## src/bhp_pkg.sv

```systemverilog
// shared types, codes and constants of the ball height pid fan drive core
package bhp_pkg;

  localparam int CFG_W     = 48;
  localparam int CFG_IDX_W = 3;
  localparam int TICK_W    = 10;
  localparam int WORD_W    = 16;
  localparam int ECHO_W    = 16;
  localparam int DUTY_W    = 10;
  localparam int TOTAL_W   = 31;
  localparam int TERM_W    = 32;

  localparam logic [CFG_IDX_W-1:0] CFG_PGAIN = 3'd0;
  localparam logic [CFG_IDX_W-1:0] CFG_IGAIN = 3'd1;
  localparam logic [CFG_IDX_W-1:0] CFG_DGAIN = 3'd2;
  localparam logic [CFG_IDX_W-1:0] CFG_TICK  = 3'd3;

  localparam logic [CFG_W-1:0]  PGAIN_RST = 48'd419430400;
  localparam logic [CFG_W-1:0]  IGAIN_RST = 48'd1678;
  localparam logic [CFG_W-1:0]  DGAIN_RST = 48'd83886080000;
  localparam logic [TICK_W-1:0] TICK_RST  = 10'd23;

  localparam logic [11:0]        V_BLANK      = 12'hFFF;
  localparam logic [11:0]        SP_ZERO      = 12'd1735;
  localparam logic [15:0]        ECHO_LIMIT   = 16'd18500;
  localparam logic signed [31:0] ERR_OFFSET   = 32'sd5570560;
  localparam logic [TOTAL_W-1:0] PWM_FULL     = 31'd6547200;
  localparam logic [12:0]        PWM_RECIP    = 13'd5243;
  localparam logic [DUTY_W-1:0]  DUTY_MAX     = 10'd1023;

  // 18 * 65536 / 347 scaled by 2^20, and 17 * 65536 / 1000 scaled by 2^22, rounded up
  localparam logic [31:0] SP_RECIP   = 32'd3564699082;
  localparam logic [32:0] DIST_RECIP = 33'd4672924419;

  localparam int DIV_W     = 36;
  localparam int DVS_W     = 10;
  localparam int DIV_STEPS = DIV_W / 2;
  localparam int DIV_CNT_W = 5;

  localparam logic [1:0] PART_HH = 2'd0;
  localparam logic [1:0] PART_HL = 2'd1;
  localparam logic [1:0] PART_LH = 2'd2;
  localparam logic [1:0] PART_LL = 2'd3;

  localparam logic [2:0] STEP_LAST_MUL = 3'd3;
  localparam logic [2:0] STEP_LAST_ACC = 3'd4;
  localparam logic [2:0] STEP_FIN      = 3'd5;

  typedef enum logic [3:0] {
    ST_IDLE,
    ST_SCALE,
    ST_ERR,
    ST_ACC_MUL,
    ST_ACC_ADD,
    ST_RATE_GO,
    ST_RATE_WAIT,
    ST_TERM,
    ST_SUM,
    ST_DONE
  } bhp_state_t;

  typedef enum logic [1:0] {
    TERM_P,
    TERM_I,
    TERM_D
  } term_sel_t;

  typedef struct packed {
    logic      load_in;
    logic      scale_calc;
    logic      div_start;
    logic      err_calc;
    logic      acc_mul;
    logic      acc_add;
    logic      term_mul;
    logic      term_acc;
    logic      term_fin;
    term_sel_t term_sel;
    logic [1:0] term_part;
    logic      sum_calc;
    logic      out_load;
  } bhp_cmd_t;

  typedef struct packed {
    logic div_done;
  } bhp_sts_t;

endpackage

```

## src/bhp_if.sv

```systemverilog
// word channels of the ball height pid fan drive core
interface bhp_in_if import bhp_pkg::*; ();
  logic              valid;
  logic              ready;
  logic [WORD_W-1:0] converter_word;
  logic [ECHO_W-1:0] echo_width_us;

  modport source (output valid, converter_word, echo_width_us, input ready);
  modport sink   (input valid, converter_word, echo_width_us, output ready);
endinterface

interface bhp_out_if import bhp_pkg::*; ();
  logic                     valid;
  logic                     ready;
  logic [DUTY_W-1:0]        pwm_duty;
  logic [TOTAL_W-1:0]       total_drive;
  logic signed [TERM_W-1:0] proportional_term;
  logic signed [TERM_W-1:0] integral_term;
  logic signed [TERM_W-1:0] derivative_term;

  modport source (output valid, pwm_duty, total_drive, proportional_term, integral_term,
                  derivative_term, input ready);
  modport sink   (input valid, pwm_duty, total_drive, proportional_term, integral_term,
                  derivative_term, output ready);
endinterface

```

## src/bhp_div.sv

```systemverilog
// iterative unsigned divider, two quotient bits per cycle
module bhp_div import bhp_pkg::*; (
  input  logic             clk,
  input  logic             rst_n,
  input  logic             start,
  input  logic [DIV_W-1:0] dividend,
  input  logic [DVS_W-1:0] divisor,
  output logic             done,
  output logic [DIV_W-1:0] quotient
);

  logic [DIV_W-1:0]     quo_r, quo_nxt;
  logic [DVS_W-1:0]     rem_r, rem_nxt;
  logic [DVS_W-1:0]     dvs_r;
  logic [DIV_CNT_W-1:0] cnt_r;
  logic                 busy_r;
  logic                 done_r;
  logic [DVS_W:0]       trial;

  always_comb begin
    quo_nxt = quo_r;
    rem_nxt = rem_r;
    trial   = '0;
    for (int k = 0; k < 2; k++) begin
      trial = {rem_nxt, quo_nxt[DIV_W-1]};
      if (trial >= {1'b0, dvs_r}) begin
        rem_nxt = DVS_W'(trial - {1'b0, dvs_r});
        quo_nxt = {quo_nxt[DIV_W-2:0], 1'b1};
      end else begin
        rem_nxt = trial[DVS_W-1:0];
        quo_nxt = {quo_nxt[DIV_W-2:0], 1'b0};
      end
    end
  end

  always_ff @(posedge clk) begin
    if (!rst_n) begin
      busy_r <= 1'b0;
      done_r <= 1'b0;
      cnt_r  <= '0;
    end else begin
      done_r <= 1'b0;
      if (start) begin
        busy_r <= 1'b1;
        cnt_r  <= '0;
      end else if (busy_r) begin
        cnt_r <= cnt_r + 1'b1;
        if (cnt_r == DIV_CNT_W'(DIV_STEPS - 1)) begin
          busy_r <= 1'b0;
          done_r <= 1'b1;
        end
      end
    end
  end

  always_ff @(posedge clk) begin
    if (start) begin
      quo_r <= dividend;
      rem_r <= '0;
      dvs_r <= divisor;
    end else if (busy_r) begin
      quo_r <= quo_nxt;
      rem_r <= rem_nxt;
    end
  end

  assign done     = done_r;
  assign quotient = quo_r;

endmodule

```

## src/bhp_datapath.sv

```systemverilog
// datapath: configuration, height and setpoint, error state, pid terms and result register
module bhp_datapath import bhp_pkg::*; (
  input  logic                     clk,
  input  logic                     rst_n,
  input  logic                     cfg_we,
  input  logic [CFG_IDX_W-1:0]     cfg_index,
  input  logic [CFG_W-1:0]         cfg_wdata,
  input  logic [WORD_W-1:0]        converter_word,
  input  logic [ECHO_W-1:0]        echo_width_us,
  input  bhp_cmd_t                 cmd,
  output bhp_sts_t                 sts,
  output logic [DUTY_W-1:0]        pwm_duty,
  output logic [TOTAL_W-1:0]       total_drive,
  output logic signed [TERM_W-1:0] proportional_term,
  output logic signed [TERM_W-1:0] integral_term,
  output logic signed [TERM_W-1:0] derivative_term
);

  logic [CFG_W-1:0]  pgain_r, igain_r, dgain_r;
  logic [TICK_W-1:0] tick_r;
  logic [TICK_W-1:0] ivl;

  logic [11:0]        v_r;
  logic [14:0]        e_r;
  logic [22:0]        sp_r;
  logic [24:0]        dist_r;
  logic signed [31:0] err_r;
  logic signed [31:0] prev_r;
  logic signed [47:0] acc_r;
  logic signed [42:0] eprod_r;
  logic               rate_neg_r;
  logic [32:0]        rate_mag_r;
  logic [32:0]        rate_q_r;

  logic [47:0]        prod_r;
  logic [1:0]         prod_part_r;
  logic [55:0]        tsum_r;
  logic               tsat_r;
  logic signed [TERM_W-1:0] p_r, i_r, d_r;
  logic [TOTAL_W-1:0] total_r;

  logic [DUTY_W-1:0]        duty_o_r;
  logic [TOTAL_W-1:0]       total_o_r;
  logic signed [TERM_W-1:0] p_o_r, i_o_r, d_o_r;

  logic [15:0]      swapped;
  logic [11:0]      v_raw;
  logic [10:0]      sp_diff;
  logic [42:0]      sp_prod;
  logic [47:0]      dist_prod;
  logic [DIV_W-1:0] dvd;
  logic [DVS_W-1:0] dvs;
  logic             div_done;
  logic [DIV_W-1:0] quo;

  logic [32:0]        diff;
  logic signed [48:0] acc_sum;

  logic [CFG_W-1:0] tgain;
  logic [47:0]      tx;
  logic [47:0]      tmag;
  logic             tneg;
  logic [23:0]      ma, mb;
  logic [55:0]      lim;
  logic [55:0]      tval;
  logic [31:0]      tv32;
  logic [31:0]      tres;

  logic signed [33:0] tot_sum;
  logic [27:0]        duty_prod;
  logic [DUTY_W-1:0]  duty;

  assign ivl = (tick_r == '0) ? TICK_W'(1) : tick_r;

  always_ff @(posedge clk) begin
    if (!rst_n) begin
      pgain_r <= PGAIN_RST;
      igain_r <= IGAIN_RST;
      dgain_r <= DGAIN_RST;
      tick_r  <= TICK_RST;
    end else if (cfg_we) begin
      unique case (cfg_index)
        CFG_PGAIN: pgain_r <= cfg_wdata;
        CFG_IGAIN: igain_r <= cfg_wdata;
        CFG_DGAIN: dgain_r <= cfg_wdata;
        CFG_TICK:  tick_r  <= cfg_wdata[TICK_W-1:0];
        default: ;
      endcase
    end
  end

  // input conditioning
  assign swapped = {converter_word[7:0], converter_word[15:8]};
  assign v_raw   = swapped[15:4];

  always_ff @(posedge clk) begin
    if (cmd.load_in) begin
      v_r <= (v_raw == V_BLANK) ? 12'd0 : v_raw;
      e_r <= (echo_width_us > ECHO_LIMIT) ? ECHO_LIMIT[14:0] : echo_width_us[14:0];
    end
  end

  // setpoint and distance by reciprocal multiplication
  assign sp_diff   = 11'(SP_ZERO - v_r);
  assign sp_prod   = {32'd0, sp_diff} * {11'd0, SP_RECIP};
  assign dist_prod = {33'd0, e_r} * {15'd0, DIST_RECIP};

  always_ff @(posedge clk) begin
    if (cmd.scale_calc) begin
      sp_r   <= (v_r < SP_ZERO) ? sp_prod[42:20] : '0;
      dist_r <= dist_prod[46:22];
    end
  end

  // rate divider operands
  assign dvd = {3'd0, rate_mag_r};
  assign dvs = ivl;

  bhp_div u_div (
    .clk      (clk),
    .rst_n    (rst_n),
    .start    (cmd.div_start),
    .dividend (dvd),
    .divisor  (dvs),
    .done     (div_done),
    .quotient (quo)
  );

  assign sts.div_done = div_done;

  always_ff @(posedge clk) begin
    if (div_done) begin
      rate_q_r <= quo[32:0];
    end
  end

  // error, integral and rate dividend
  assign diff    = {err_r[31], err_r} - {prev_r[31], prev_r};
  assign acc_sum = {acc_r[47], acc_r} + {{6{eprod_r[42]}}, eprod_r};

  always_ff @(posedge clk) begin
    if (cmd.err_calc) begin
      err_r <= $signed({9'd0, sp_r}) + $signed({7'd0, dist_r}) - ERR_OFFSET;
    end
    if (cmd.acc_mul) begin
      eprod_r    <= err_r * $signed({1'b0, ivl});
      rate_neg_r <= diff[32];
      rate_mag_r <= diff[32] ? 33'(-diff) : diff;
    end
  end

  always_ff @(posedge clk) begin
    if (!rst_n) begin
      prev_r <= '0;
      acc_r  <= '0;
    end else begin
      if (cmd.acc_mul) begin
        prev_r <= err_r;
      end
      if (cmd.acc_add) begin
        if (acc_sum[48] != acc_sum[47]) begin
          acc_r <= acc_sum[48] ? {1'b1, 47'd0} : {1'b0, {47{1'b1}}};
        end else begin
          acc_r <= acc_sum[47:0];
        end
      end
    end
  end

  // gain times operand, one 24x24 partial product per cycle
  always_comb begin
    tgain = pgain_r;
    tx    = {{16{err_r[31]}}, err_r};
    tneg  = err_r[31];
    tmag  = '0;
    unique case (cmd.term_sel)
      TERM_P: begin
        tgain = pgain_r;
        tx    = {{16{err_r[31]}}, err_r};
        tneg  = err_r[31];
      end
      TERM_I: begin
        tgain = igain_r;
        tx    = acc_r;
        tneg  = acc_r[47];
      end
      TERM_D: begin
        tgain = dgain_r;
        tx    = {15'd0, rate_q_r};
        tneg  = rate_neg_r;
      end
      default: begin
        tgain = dgain_r;
        tx    = {15'd0, rate_q_r};
        tneg  = rate_neg_r;
      end
    endcase
    if (cmd.term_sel == TERM_D) begin
      tmag = tx;
    end else begin
      tmag = tneg ? 48'(-tx) : tx;
    end
  end

  always_comb begin
    ma = tgain[47:24];
    mb = tmag[47:24];
    unique case (cmd.term_part)
      PART_HH: begin
        ma = tgain[47:24];
        mb = tmag[47:24];
      end
      PART_HL: begin
        ma = tgain[47:24];
        mb = tmag[23:0];
      end
      PART_LH: begin
        ma = tgain[23:0];
        mb = tmag[47:24];
      end
      PART_LL: begin
        ma = tgain[23:0];
        mb = tmag[23:0];
      end
      default: ;
    endcase
  end

  assign lim  = tneg ? 56'h0000_0080_000000 : 56'h0000_007F_FFFFFF;
  assign tval = (tsat_r || (tsum_r > lim)) ? lim : tsum_r;
  assign tv32 = tval[31:0];
  assign tres = tneg ? (~tv32 + 32'd1) : tv32;

  always_ff @(posedge clk) begin
    if (cmd.term_mul) begin
      prod_r      <= ma * mb;
      prod_part_r <= cmd.term_part;
    end
    if (cmd.term_acc) begin
      unique case (prod_part_r)
        PART_HH: begin
          tsat_r <= |prod_r[47:31];
          tsum_r <= {1'b0, prod_r[30:0], 24'd0};
        end
        PART_HL, PART_LH: tsum_r <= tsum_r + {8'd0, prod_r};
        PART_LL:          tsum_r <= tsum_r + {32'd0, prod_r[47:24]};
        default: ;
      endcase
    end
    if (cmd.term_fin) begin
      unique case (cmd.term_sel)
        TERM_P:  p_r <= $signed(tres);
        TERM_I:  i_r <= $signed(tres);
        TERM_D:  d_r <= $signed(tres);
        default: ;
      endcase
    end
  end

  // clamped total and duty
  assign tot_sum = 34'(p_r) + 34'(i_r) + 34'(d_r);

  always_ff @(posedge clk) begin
    if (cmd.sum_calc) begin
      if (tot_sum[33]) begin
        total_r <= '0;
      end else if (|tot_sum[32:31]) begin
        total_r <= {TOTAL_W{1'b1}};
      end else begin
        total_r <= tot_sum[30:0];
      end
    end
  end

  assign duty_prod = 28'(total_r[22:8] * PWM_RECIP);
  assign duty      = (total_r >= PWM_FULL) ? DUTY_MAX : duty_prod[26:17];

  always_ff @(posedge clk) begin
    if (cmd.out_load) begin
      duty_o_r  <= duty;
      total_o_r <= total_r;
      p_o_r     <= p_r;
      i_o_r     <= i_r;
      d_o_r     <= d_r;
    end
  end

  assign pwm_duty          = duty_o_r;
  assign total_drive       = total_o_r;
  assign proportional_term = p_o_r;
  assign integral_term     = i_o_r;
  assign derivative_term   = d_o_r;

endmodule

```

## src/bhp_ctrl.sv

```systemverilog
// controller: sequences one word through the datapath and owns the handshakes
module bhp_ctrl import bhp_pkg::*; (
  input  logic     clk,
  input  logic     rst_n,
  input  logic     in_valid,
  output logic     in_ready,
  input  logic     out_ready,
  output logic     out_valid,
  output bhp_cmd_t cmd,
  input  bhp_sts_t sts
);

  bhp_state_t state_r, state_nxt;
  term_sel_t  term_r, term_nxt;
  logic [2:0] step_r, step_nxt;
  logic       out_valid_r, out_valid_nxt;

  always_ff @(posedge clk) begin
    if (!rst_n) begin
      state_r     <= ST_IDLE;
      term_r      <= TERM_P;
      step_r      <= '0;
      out_valid_r <= 1'b0;
    end else begin
      state_r     <= state_nxt;
      term_r      <= term_nxt;
      step_r      <= step_nxt;
      out_valid_r <= out_valid_nxt;
    end
  end

  always_comb begin
    state_nxt = state_r;
    term_nxt  = term_r;
    step_nxt  = step_r;
    cmd       = '0;
    cmd.term_sel  = term_r;
    cmd.term_part = step_r[1:0];
    in_ready  = 1'b0;

    unique case (state_r)
      ST_IDLE: begin
        in_ready = 1'b1;
        if (in_valid) begin
          cmd.load_in = 1'b1;
          state_nxt   = ST_SCALE;
        end
      end
      ST_SCALE: begin
        cmd.scale_calc = 1'b1;
        state_nxt      = ST_ERR;
      end
      ST_ERR: begin
        cmd.err_calc = 1'b1;
        state_nxt    = ST_ACC_MUL;
      end
      ST_ACC_MUL: begin
        cmd.acc_mul = 1'b1;
        state_nxt   = ST_ACC_ADD;
      end
      ST_ACC_ADD: begin
        cmd.acc_add = 1'b1;
        state_nxt   = ST_RATE_GO;
      end
      ST_RATE_GO: begin
        cmd.div_start = 1'b1;
        state_nxt     = ST_RATE_WAIT;
      end
      ST_RATE_WAIT: begin
        if (sts.div_done) begin
          term_nxt  = TERM_P;
          step_nxt  = '0;
          state_nxt = ST_TERM;
        end
      end
      ST_TERM: begin
        cmd.term_mul = (step_r <= STEP_LAST_MUL);
        cmd.term_acc = (step_r != '0) && (step_r <= STEP_LAST_ACC);
        cmd.term_fin = (step_r == STEP_FIN);
        if (step_r == STEP_FIN) begin
          step_nxt = '0;
          unique case (term_r)
            TERM_P:  term_nxt = TERM_I;
            TERM_I:  term_nxt = TERM_D;
            TERM_D: begin
              term_nxt  = TERM_P;
              state_nxt = ST_SUM;
            end
            default: begin
              term_nxt  = TERM_P;
              state_nxt = ST_SUM;
            end
          endcase
        end else begin
          step_nxt = step_r + 3'd1;
        end
      end
      ST_SUM: begin
        cmd.sum_calc = 1'b1;
        state_nxt    = ST_DONE;
      end
      ST_DONE: begin
        if (!out_valid_r || out_ready) begin
          cmd.out_load = 1'b1;
          state_nxt    = ST_IDLE;
        end
      end
      default: state_nxt = ST_IDLE;
    endcase
  end

  always_comb begin
    out_valid_nxt = out_valid_r;
    if (cmd.out_load) begin
      out_valid_nxt = 1'b1;
    end else if (out_valid_r && out_ready) begin
      out_valid_nxt = 1'b0;
    end
  end

  assign out_valid = out_valid_r;

endmodule

```

## src/ball_height_pid_fan_drive_core.sv

```systemverilog
// top level of the ball height pid fan drive core
//
//   port      | dir | role
//   ----------+-----+----------------------------------------------------
//   in_ch     | in  | converter word and echo width, valid/ready
//   out_ch    | out | duty, clamped total and p, i, d terms, valid/ready
//   cfg_*     | in  | register write: enable, index, 48-bit data
//
// one word passes through: take, reciprocal scaling, error and integral,
// rate division on the 2-bit-per-cycle divider and the 24x24 gain multiplier for the p, i and d terms
// a new word is taken while the result waits
// a stalled result holds the sequencer in its last state until the result register frees
// synchronous reset clears control, gains to their defaults, integral and last error to zero
module ball_height_pid_fan_drive_core import bhp_pkg::*; (
  input  logic                 clk,
  input  logic                 rst_n,
  bhp_in_if.sink               in_ch,
  bhp_out_if.source            out_ch,
  input  logic                 cfg_we,
  input  logic [CFG_IDX_W-1:0] cfg_index,
  input  logic [CFG_W-1:0]     cfg_wdata
);

  bhp_cmd_t cmd;
  bhp_sts_t sts;

  bhp_ctrl u_ctrl (
    .clk       (clk),
    .rst_n     (rst_n),
    .in_valid  (in_ch.valid),
    .in_ready  (in_ch.ready),
    .out_ready (out_ch.ready),
    .out_valid (out_ch.valid),
    .cmd       (cmd),
    .sts       (sts)
  );

  bhp_datapath u_dp (
    .clk               (clk),
    .rst_n             (rst_n),
    .cfg_we            (cfg_we),
    .cfg_index         (cfg_index),
    .cfg_wdata         (cfg_wdata),
    .converter_word    (in_ch.converter_word),
    .echo_width_us     (in_ch.echo_width_us),
    .cmd               (cmd),
    .sts               (sts),
    .pwm_duty          (out_ch.pwm_duty),
    .total_drive       (out_ch.total_drive),
    .proportional_term (out_ch.proportional_term),
    .integral_term     (out_ch.integral_term),
    .derivative_term   (out_ch.derivative_term)
  );

endmodule
```

## src/flat_wrapper.sv

```systemverilog
// flat-port wrapper written by rule: the top's interface ports become plain ports
module ball_height_pid_fan_drive_core_flat import bhp_pkg::*;
  (clk, rst_n, cfg_we, cfg_index, cfg_wdata, in_ch_valid, in_ch_converter_word, in_ch_echo_width_us, in_ch_ready, out_ch_valid, out_ch_pwm_duty, out_ch_total_drive, out_ch_proportional_term, out_ch_integral_term, out_ch_derivative_term, out_ch_ready);
  bhp_in_if in_ch_i ();
  bhp_out_if out_ch_i ();
  input  logic clk;
  input  logic rst_n;
  input  logic cfg_we;
  input  logic [CFG_IDX_W-1:0] cfg_index;
  input  logic [CFG_W-1:0] cfg_wdata;
  input wire logic [$bits(in_ch_i.valid)-1:0] in_ch_valid;
  input wire logic [$bits(in_ch_i.converter_word)-1:0] in_ch_converter_word;
  input wire logic [$bits(in_ch_i.echo_width_us)-1:0] in_ch_echo_width_us;
  output wire logic [$bits(in_ch_i.ready)-1:0] in_ch_ready;
  output wire logic [$bits(out_ch_i.valid)-1:0] out_ch_valid;
  output wire logic [$bits(out_ch_i.pwm_duty)-1:0] out_ch_pwm_duty;
  output wire logic [$bits(out_ch_i.total_drive)-1:0] out_ch_total_drive;
  output wire logic [$bits(out_ch_i.proportional_term)-1:0] out_ch_proportional_term;
  output wire logic [$bits(out_ch_i.integral_term)-1:0] out_ch_integral_term;
  output wire logic [$bits(out_ch_i.derivative_term)-1:0] out_ch_derivative_term;
  input wire logic [$bits(out_ch_i.ready)-1:0] out_ch_ready;
  assign in_ch_i.valid = in_ch_valid;
  assign in_ch_i.converter_word = in_ch_converter_word;
  assign in_ch_i.echo_width_us = in_ch_echo_width_us;
  assign in_ch_ready = in_ch_i.ready;
  assign out_ch_valid = out_ch_i.valid;
  assign out_ch_pwm_duty = out_ch_i.pwm_duty;
  assign out_ch_total_drive = out_ch_i.total_drive;
  assign out_ch_proportional_term = out_ch_i.proportional_term;
  assign out_ch_integral_term = out_ch_i.integral_term;
  assign out_ch_derivative_term = out_ch_i.derivative_term;
  assign out_ch_i.ready = out_ch_ready;
  ball_height_pid_fan_drive_core u_core (.clk(clk), .rst_n(rst_n), .in_ch(in_ch_i), .out_ch(out_ch_i), .cfg_we(cfg_we), .cfg_index(cfg_index), .cfg_wdata(cfg_wdata));
endmodule
```

## config.mk

```make
export PLATFORM = sky130hd
export DESIGN_NAME = ball_height_pid_fan_drive_core_flat
export DESIGN_NICKNAME = d
export VERILOG_FILES = /design/src/bhp_pkg.sv /design/src/bhp_if.sv /design/src/bhp_div.sv /design/src/bhp_datapath.sv /design/src/bhp_ctrl.sv /design/src/ball_height_pid_fan_drive_core.sv /design/src/flat_wrapper.sv
export SDC_FILE = /design/constraint.sdc
export NUM_CORES = 2
export LEC_CHECK = 0
export ABC_AREA = 1
export BUFFER_PORTS_ARGS = -buffer_cell sky130_fd_sc_hd__buf_2
export CORE_MARGIN = 1
export CORE_UTILIZATION = 65
export CTS_CLUSTER_SIZE = 16
export DETAILED_ROUTE_END_ITERATION = 16
export PLACE_DENSITY = 0.82
export SYNTH_ARGS = -nofsm -noshare
export SYNTH_HDL_FRONTEND = slang
export SYNTH_SLANG_ARGS = --single-unit
```

## constraint.sdc

```tcl
create_clock -name clk -period 8.89 [get_ports clk]
set_input_delay 0.4445 -clock clk [delete_from_list [all_inputs] [get_ports clk]]
set_output_delay 0.4445 -clock clk [all_outputs]
set_load 0.01 [all_outputs]
```

# After elaboration in Yosys (flattened, before gate mapping)
# Cells that the tools add are included.
op_classes:
  n_addsub: 16
  multipliers: 5
  magnitude_cmp: 8
  n_eq_ne: 29
  n_mux: 53
  bitwise_logic: 3
  reduce_logical: 36
op_table:
  columns: ["operator", "n"]
  rows:
  - ["two-way mux 48 bit", 4]
  - ["one-hot mux 48 bit (2 select lines)", 2]
  - ["one-hot mux 56 bit (3 select lines)", 1]
  - ["two-way mux 32 bit", 4]
  - ["one-hot mux 24 bit (2 select lines)", 2]
  - ["two-way mux 33 bit", 2]
  - ["adder 56 x 24 -> 56 bit", 1]
  - ["adder 56 x 48 -> 56 bit", 1]
  - ["greater-than comparator 56 x 32 -> 1 bit", 1]
  - ["adder 48 x 43 -> 49 bit", 1]
  - ["multiplier 24 x 24 -> 48 bit", 1]
  - ["negator 48 bit", 1]
  - ["multiplier 15 x 33 -> 47 bit (second input constant)", 1]
  - ["multiplier 11 x 31 -> 42 bit (second input constant)", 1]
  - ["one-hot mux 4 bit (10 select lines)", 1]
  - ["multiplier 27 x 11 -> 38 bit", 1]
  - ["adder 33 x 32 -> 34 bit", 1]
  - ["adder 32 x 32 -> 33 bit", 1]
  - ["negator 33 bit", 1]
  - ["adder 32 x 1 -> 32 bit (second input constant)", 1]
  - ["inverter 32 bit", 1]
  - [">= comparator 31 x 23 -> 1 bit (second input constant)", 1]
  - ["two-way mux 31 bit", 1]
  - ["two-way mux 10 bit", 3]
  - ["other kinds (49)", 115]
word_totals:
  reg_bits: 885
  input_bits: 88
  out_inout_bits: 139
  elab_cells: 190

# Longest topological paths before layout
logic_depth:
  depth_word: 9
  ltp_mapped: 50
  depth_no_buf: 48

# By module
# A second synthesis with hierarchy kept.
hier_totals:
  hier_cells: 11095
  area_unflattened_um2: 93882.5
modules_own_cells:
  columns: ["module", "instances", "cells_each", "area_each_um2", "seq_area_each_um2"]
  rows:
  - ["bhp_datapath", 1, 10491, 89260.6, 21941.0]
  - ["bhp_div", 1, 494, 3933.8, 1721.7]
  - ["bhp_ctrl", 1, 110, 688.2, 200.2]

# Least setup slack after synthesis
# Ideal clock, no wire load.
synth_timing:
  path_type: "register to register"
  startpoint: "register u_core.u_ctrl.term_r[1]"
  endpoint: "register u_core.u_dp.prod_r[45], data pin"
  setup_ns: 0.261
  t_arrival_ns: 7.937
  t_required_ns: 8.629
  path_slack_ns: 0.692
  path_stages_with_launch: 50
  n_path_buf: 3
  synth_period_minus_slack_ns: 8.198
  path_cell_list: "dfxtp_1 -> buf_6 -> nor2_4 -> buf_6 -> nand2_1 -> o221ai_2 -> ha_1 -> inv_1 -> nor2_1 -> nand4_1 -> nor2_2 -> nand2_2 -> inv_2 -> nand4_2 -> inv_2 -> nand2_2 -> nand2_4 -> nand2_1 -> [... 14 more ...] -> fa_1 -> inv_1 -> fa_1 -> inv_1 -> ha_1 -> nand2_1 -> nor2_1 -> inv_1 -> o21ai_0 -> nand2_1 -> o211ai_1 -> a21oi_1 -> o21ai_0 -> nand3_1 -> o211ai_1 -> nand2_1 -> nand2_1 -> xor2_1"
synth_via:
  elab_chain_len: 7
  elab_cells_between_ends: 12
  classes_between: "add/sub: 1; mul: 1; eq/ne: 2; mux: 7; reduce/logical: 1"
synth_lines:
  columns: ["element", "line_no", "rtl"]
  rows:
  - ["start, declared", "bhp_ctrl.sv:14", "term_sel_t term_r, term_nxt;"]
  - ["start signal, assigned", "bhp_ctrl.sv:26", "term_r <= term_nxt;"]
  - ["== test 2 x 1 -> 1 bit or zero test 2 bit (tied branches)", "bhp_datapath.sv:176", "unique case (cmd.term_sel)"]
  - ["one-hot mux 48 bit (2 select lines)", "bhp_datapath.sv:176", null]
  - ["negator 48 bit", "bhp_datapath.sv:201", "tmag = tneg ? 48'(-tx) : tx;"]
  - ["two-way mux 48 bit", "bhp_datapath.sv:201", null]
  - ["two-way mux 48 bit", "bhp_datapath.sv:198", "if (cmd.term_sel == TERM_D) begin"]
  - ["one-hot mux 24 bit (2 select lines)", "bhp_datapath.sv:208", "unique case (cmd.term_part)"]
  - ["multiplier 24 x 24 -> 48 bit *", "bhp_datapath.sv:236", "prod_r <= ma * mb;"]
  - ["end signal, assigned", "bhp_datapath.sv:236", null]
  - ["end, declared", "bhp_datapath.sv:35", "logic [47:0] prod_r;"]
# Mark *: on every way between the ends. The rest lies on a longest branch, timed or not.
# A chain may end at the register's enable or synchronous reset.

# Worst setup path in the final report
layout_timing:
  startpoint: "register u_core.u_ctrl.term_r[1]"
  endpoint: "register u_core.u_dp.prod_r[47], data pin"
# Same word-level chain as after synthesis.

==> reports/metrics.cfg <==
[global_routing]
grt_max_degree = 125
grt_pass1_wl_um = 447600
grt_overflow_total = 0
grt_usage_pct = 39.88
grt_pass1_vias = 80850
antenna_found_initial = 16

[floorplanning]
initial_core_util_pct = 65.70
ios = 227
fp.coreArea_mm2 = 0.1421
dieWidth_um = 381.0
fp.dieArea_mm2 = 0.1452
die_y_um = 381.0
rows = 138

[timing]
max_freq_mhz = 116.4
rsz0062_at_grt = yes
layout_min_cycle_time_ns = 8.589
setup-violations-final = 0
hold_viol_final = 0
relSlewSlack_pct = 15.46
finalCritPeriodShare_pct = 96.62
worst_pin_slew_ns = 1.268
drv_slew = 0
finClkSkew_ns = 0.07733

[drt]
ant_nets = 0
drt-wirelength-per-cell_um = 21.58
num_vias = 79530
drc = 0
dr.pass1.iters = 7
vias_per_cell = 5.914
drt_first_iter_violations = 8519
totalWireLength_um = 290200

[synth]
synthTopCellsByArea = fa_1 23%, edfxtp_1 20%, ha_1 12%
yosys_warnings = 0
yosysTopAreaCell = fa_1
synth.cell_area_mm2 = 0.09337
ys_ff_latch = 880
synth_top_area_share_pct = 22.53
syn_avg_cell_area_um2 = 8.454
async_flop_share_pct = 0
synth_edf_count = 621
netlist_instances = 11040
synth-main-ff-cell = edfxtp_1
seq_area_frac_synth_pct = 25.53
synth.distinct_cells = 73

[cells_and_area]
finalNonFillerCells = 13450
area_delta_synth_final_pct = 10.49
drive_gt1_share_pct = 9.081
nFillCells = 10750
nets = 13540

[critical_path]
rr_endpoint = u_core.u_dp.prod_r[47]
cp.arrival_ns = 9.02
crit_type = flop to flop
reg2reg_slack_ns = 0.30
rr_worst_depth = 40
reg2reg_from = u_core.u_ctrl.term_r[1]
cp.required_ns = 9.32
slowest_delay_ns = 0.66
cpMostUsedCell = nand2_1
cp_max_fo = 21
endpoint_kind = flop
start_kind = flop
slowest_stage = fa_2

[clock_network]
clock_path_buffers = 3
cts_root_buf = clkbuf_16
htree_levels = 3
clkTransAtPathRegs_ns = 0.06
cts_made_buffers = 97
cts.sinks = 880
cts_tree = done
clock_latency_ns = 0.76

[placed_design]
routabilityCongestion = 1.062
port_buffers = 222
dp_hpwl_um = 231800
dp.cells = 13180

[hold_path]
hold_class = primary input to flop
worstHoldStart = in_ch_echo_width_us[5]
min_to = u_core.u_dp.e_r[5]
min_path_cells = 3

[status]
status = finished, final reports clean

[job]
drv_cap = 0

## synthesized netlist by cell type (all sizes together), types with 14 or more instances
| cell | count |
|---|---|
| xor2 | 183 |
| nor4 | 28 |
| nor3 | 77 |
| or2 | 31 |
| fa | 1051 |
| ha | 930 |
| o211ai | 50 |
| nand4 | 59 |
| clkinv | 14 |
| clkbuf | 209 |
| dfxtp | 259 |
| and3 | 17 |
| nand3 | 395 |
| inv | 2108 |
| nor2 | 1095 |
| nand2 | 2004 |
| a21o | 45 |
| xnor2 | 110 |
| a21oi | 696 |
| o21ai | 660 |
| o221ai | 31 |
| buf | 110 |
| o21bai | 21 |
| a21boi | 27 |
| edfxtp | 621 |
| o21a | 44 |
| a31oi | 81 |
| nand3b | 16 |
## per-layer routing
| layer | wire, um | GRT usage (%) | vias to the layer above |
|---|---|---|---|
| li1 | - | - | 36080 |
| met1 | 109600 | 51.04 | 38190 |
| met2 | 133500 | 64.73 | 4308 |
| met3 | 30060 | 7.900 | 936 |
| met4 | 16990 | 19.81 | 18 |
| met5 | 112 | 0 | - |
## placed cells by master (no fill, tap or decap), types with 15 or more instances in the layout
cell,instances
nand2_1,1955
a21o_1,45
nand4_1,58
fa_1,1037
buf_2,221
nor2_2,36
nor4_1,26
buf_4,330
nor3_1,67
o21ai_1,50
buf_6,15
o21bai_1,20
clkinv_1,21
a31oi_1,71
a21oi_2,16
clkbuf_16,102
buf_12,24
inv_2,37
inv_1,2059
edfxtp_1,621
o221ai_1,29
dlygate4sd3_1,49
xor2_1,183
o21ai_0,596
dfxtp_1,254
o211ai_1,48
nand2_2,37
a21oi_1,680
or2_2,28
ha_1,913
a21boi_0,23
and3_1,16
nand3b_1,16
xnor2_1,110
nor2_1,1044
nand3_1,385
o21a_1,44
clkinv_2,18
## worst max path at each step
| stage | startpoint | slack, ns | to |
|---|---|---|---|
| after global routing | u_core.u_ctrl.term_r[1] | -0.06 | u_core.u_dp.prod_r[44] |
| final | u_core.u_ctrl.term_r[1] | 0.30 | u_core.u_dp.prod_r[47] |
| after global placement | u_core.u_ctrl.term_r[1] | 0.10 | u_core.u_dp.prod_r[45] |
| after detailed placement | u_core.u_ctrl.term_r[1] | -0.08 | u_core.u_dp.prod_r[47] |
| after CTS | u_core.u_ctrl.term_r[1] | 0.008 | u_core.u_dp.prod_r[47] |
| after floorplan | u_core.u_ctrl.term_r[1] | 0.69 | u_core.u_dp.prod_r[45] |
## worst max-delay path: cells and delay by family (launching register included)
kind	cells	cell delay [ns]
adders and majority gates	8	4.03
and+or+nand+nor	12	1.62
buffers and inverters	12	1.23
AOI/OAI and AO/OA	7	0.86
DFF	1	0.38
xor gates and xnor gates	1	0.18
## kinds of logic after synthesis
logic type                 Yosys count  share of synthesized area, %
other                                1                      0.004016
muxes                                3                       0.03216
xor gates and xnor gates           293                         2.748
and+or+nand+nor                   3732                         16.40
adders and majority gates         1981                         35.00
DFF                                880                         25.53
AOI/OAI and AO/OA                 1713                         10.23
buffers and inverters             2441                         10.06
## stage by stage
step	util [%]	setup WS (ns)	hold WS [ns]	area, um2	TNS (ns)
floorplan	-	0.6921	0.4064	93380	0
CTS	71.85	0.007968	0.0004231	102100	0
finish	72.60	0.3006	0.04325	103200	0
global placement	69.19	0.1013	0.4316	98330	0
detailed placement	69.19	-0.07788	0.4302	98330	-0.2576
global route	72.59	-0.05714	0.03851	103200	-0.1393
## registers in the layout, indices dropped and copies added (netlist names), 33 cells and up
register / cells
u_core.u_dp.tsum_r: 56
u_core.u_dp.acc_r: 48
u_core.u_dp.dgain_r: 48
u_core.u_dp.igain_r: 48
u_core.u_dp.pgain_r: 48
u_core.u_dp.prod_r: 48
u_core.u_dp.eprod_r: 38
u_core.u_dp.u_div.quotient: 36
u_core.u_dp.rate_mag_r: 33
u_core.u_dp.rate_q_r: 33
## what timing repair did
action / CTS / global route
buffers inserted: 0 / 35
resized for setup: 2 / 167
hold endpoints to repair: 84 / 0
setup endpoints to repair: 6 / 26
hold buffers: 49 / 0
pin swaps: 0 / 75
cloned: 0 / 2
## layout make-up
type | instances | area (um2) | share of cell area, %
inverters | 2122 | 8006 | 7.761
repair buffers | 643 | 4803 | 4.656
multi-input cells | 7727 | 60850 | 58.98
flip-flops and latches | 880 | 23840 | 23.11
diodes | 7 | 17.52 | 0.01698
clock inverters | 64 | 678.2 | 0.6573
clock buffers | 116 | 2603 | 2.523
well taps | 1890 | 2365 | 2.292
Power is not shown: default switching activity piles up to over one toggle a cycle in this logic, so the estimate is an artifact.
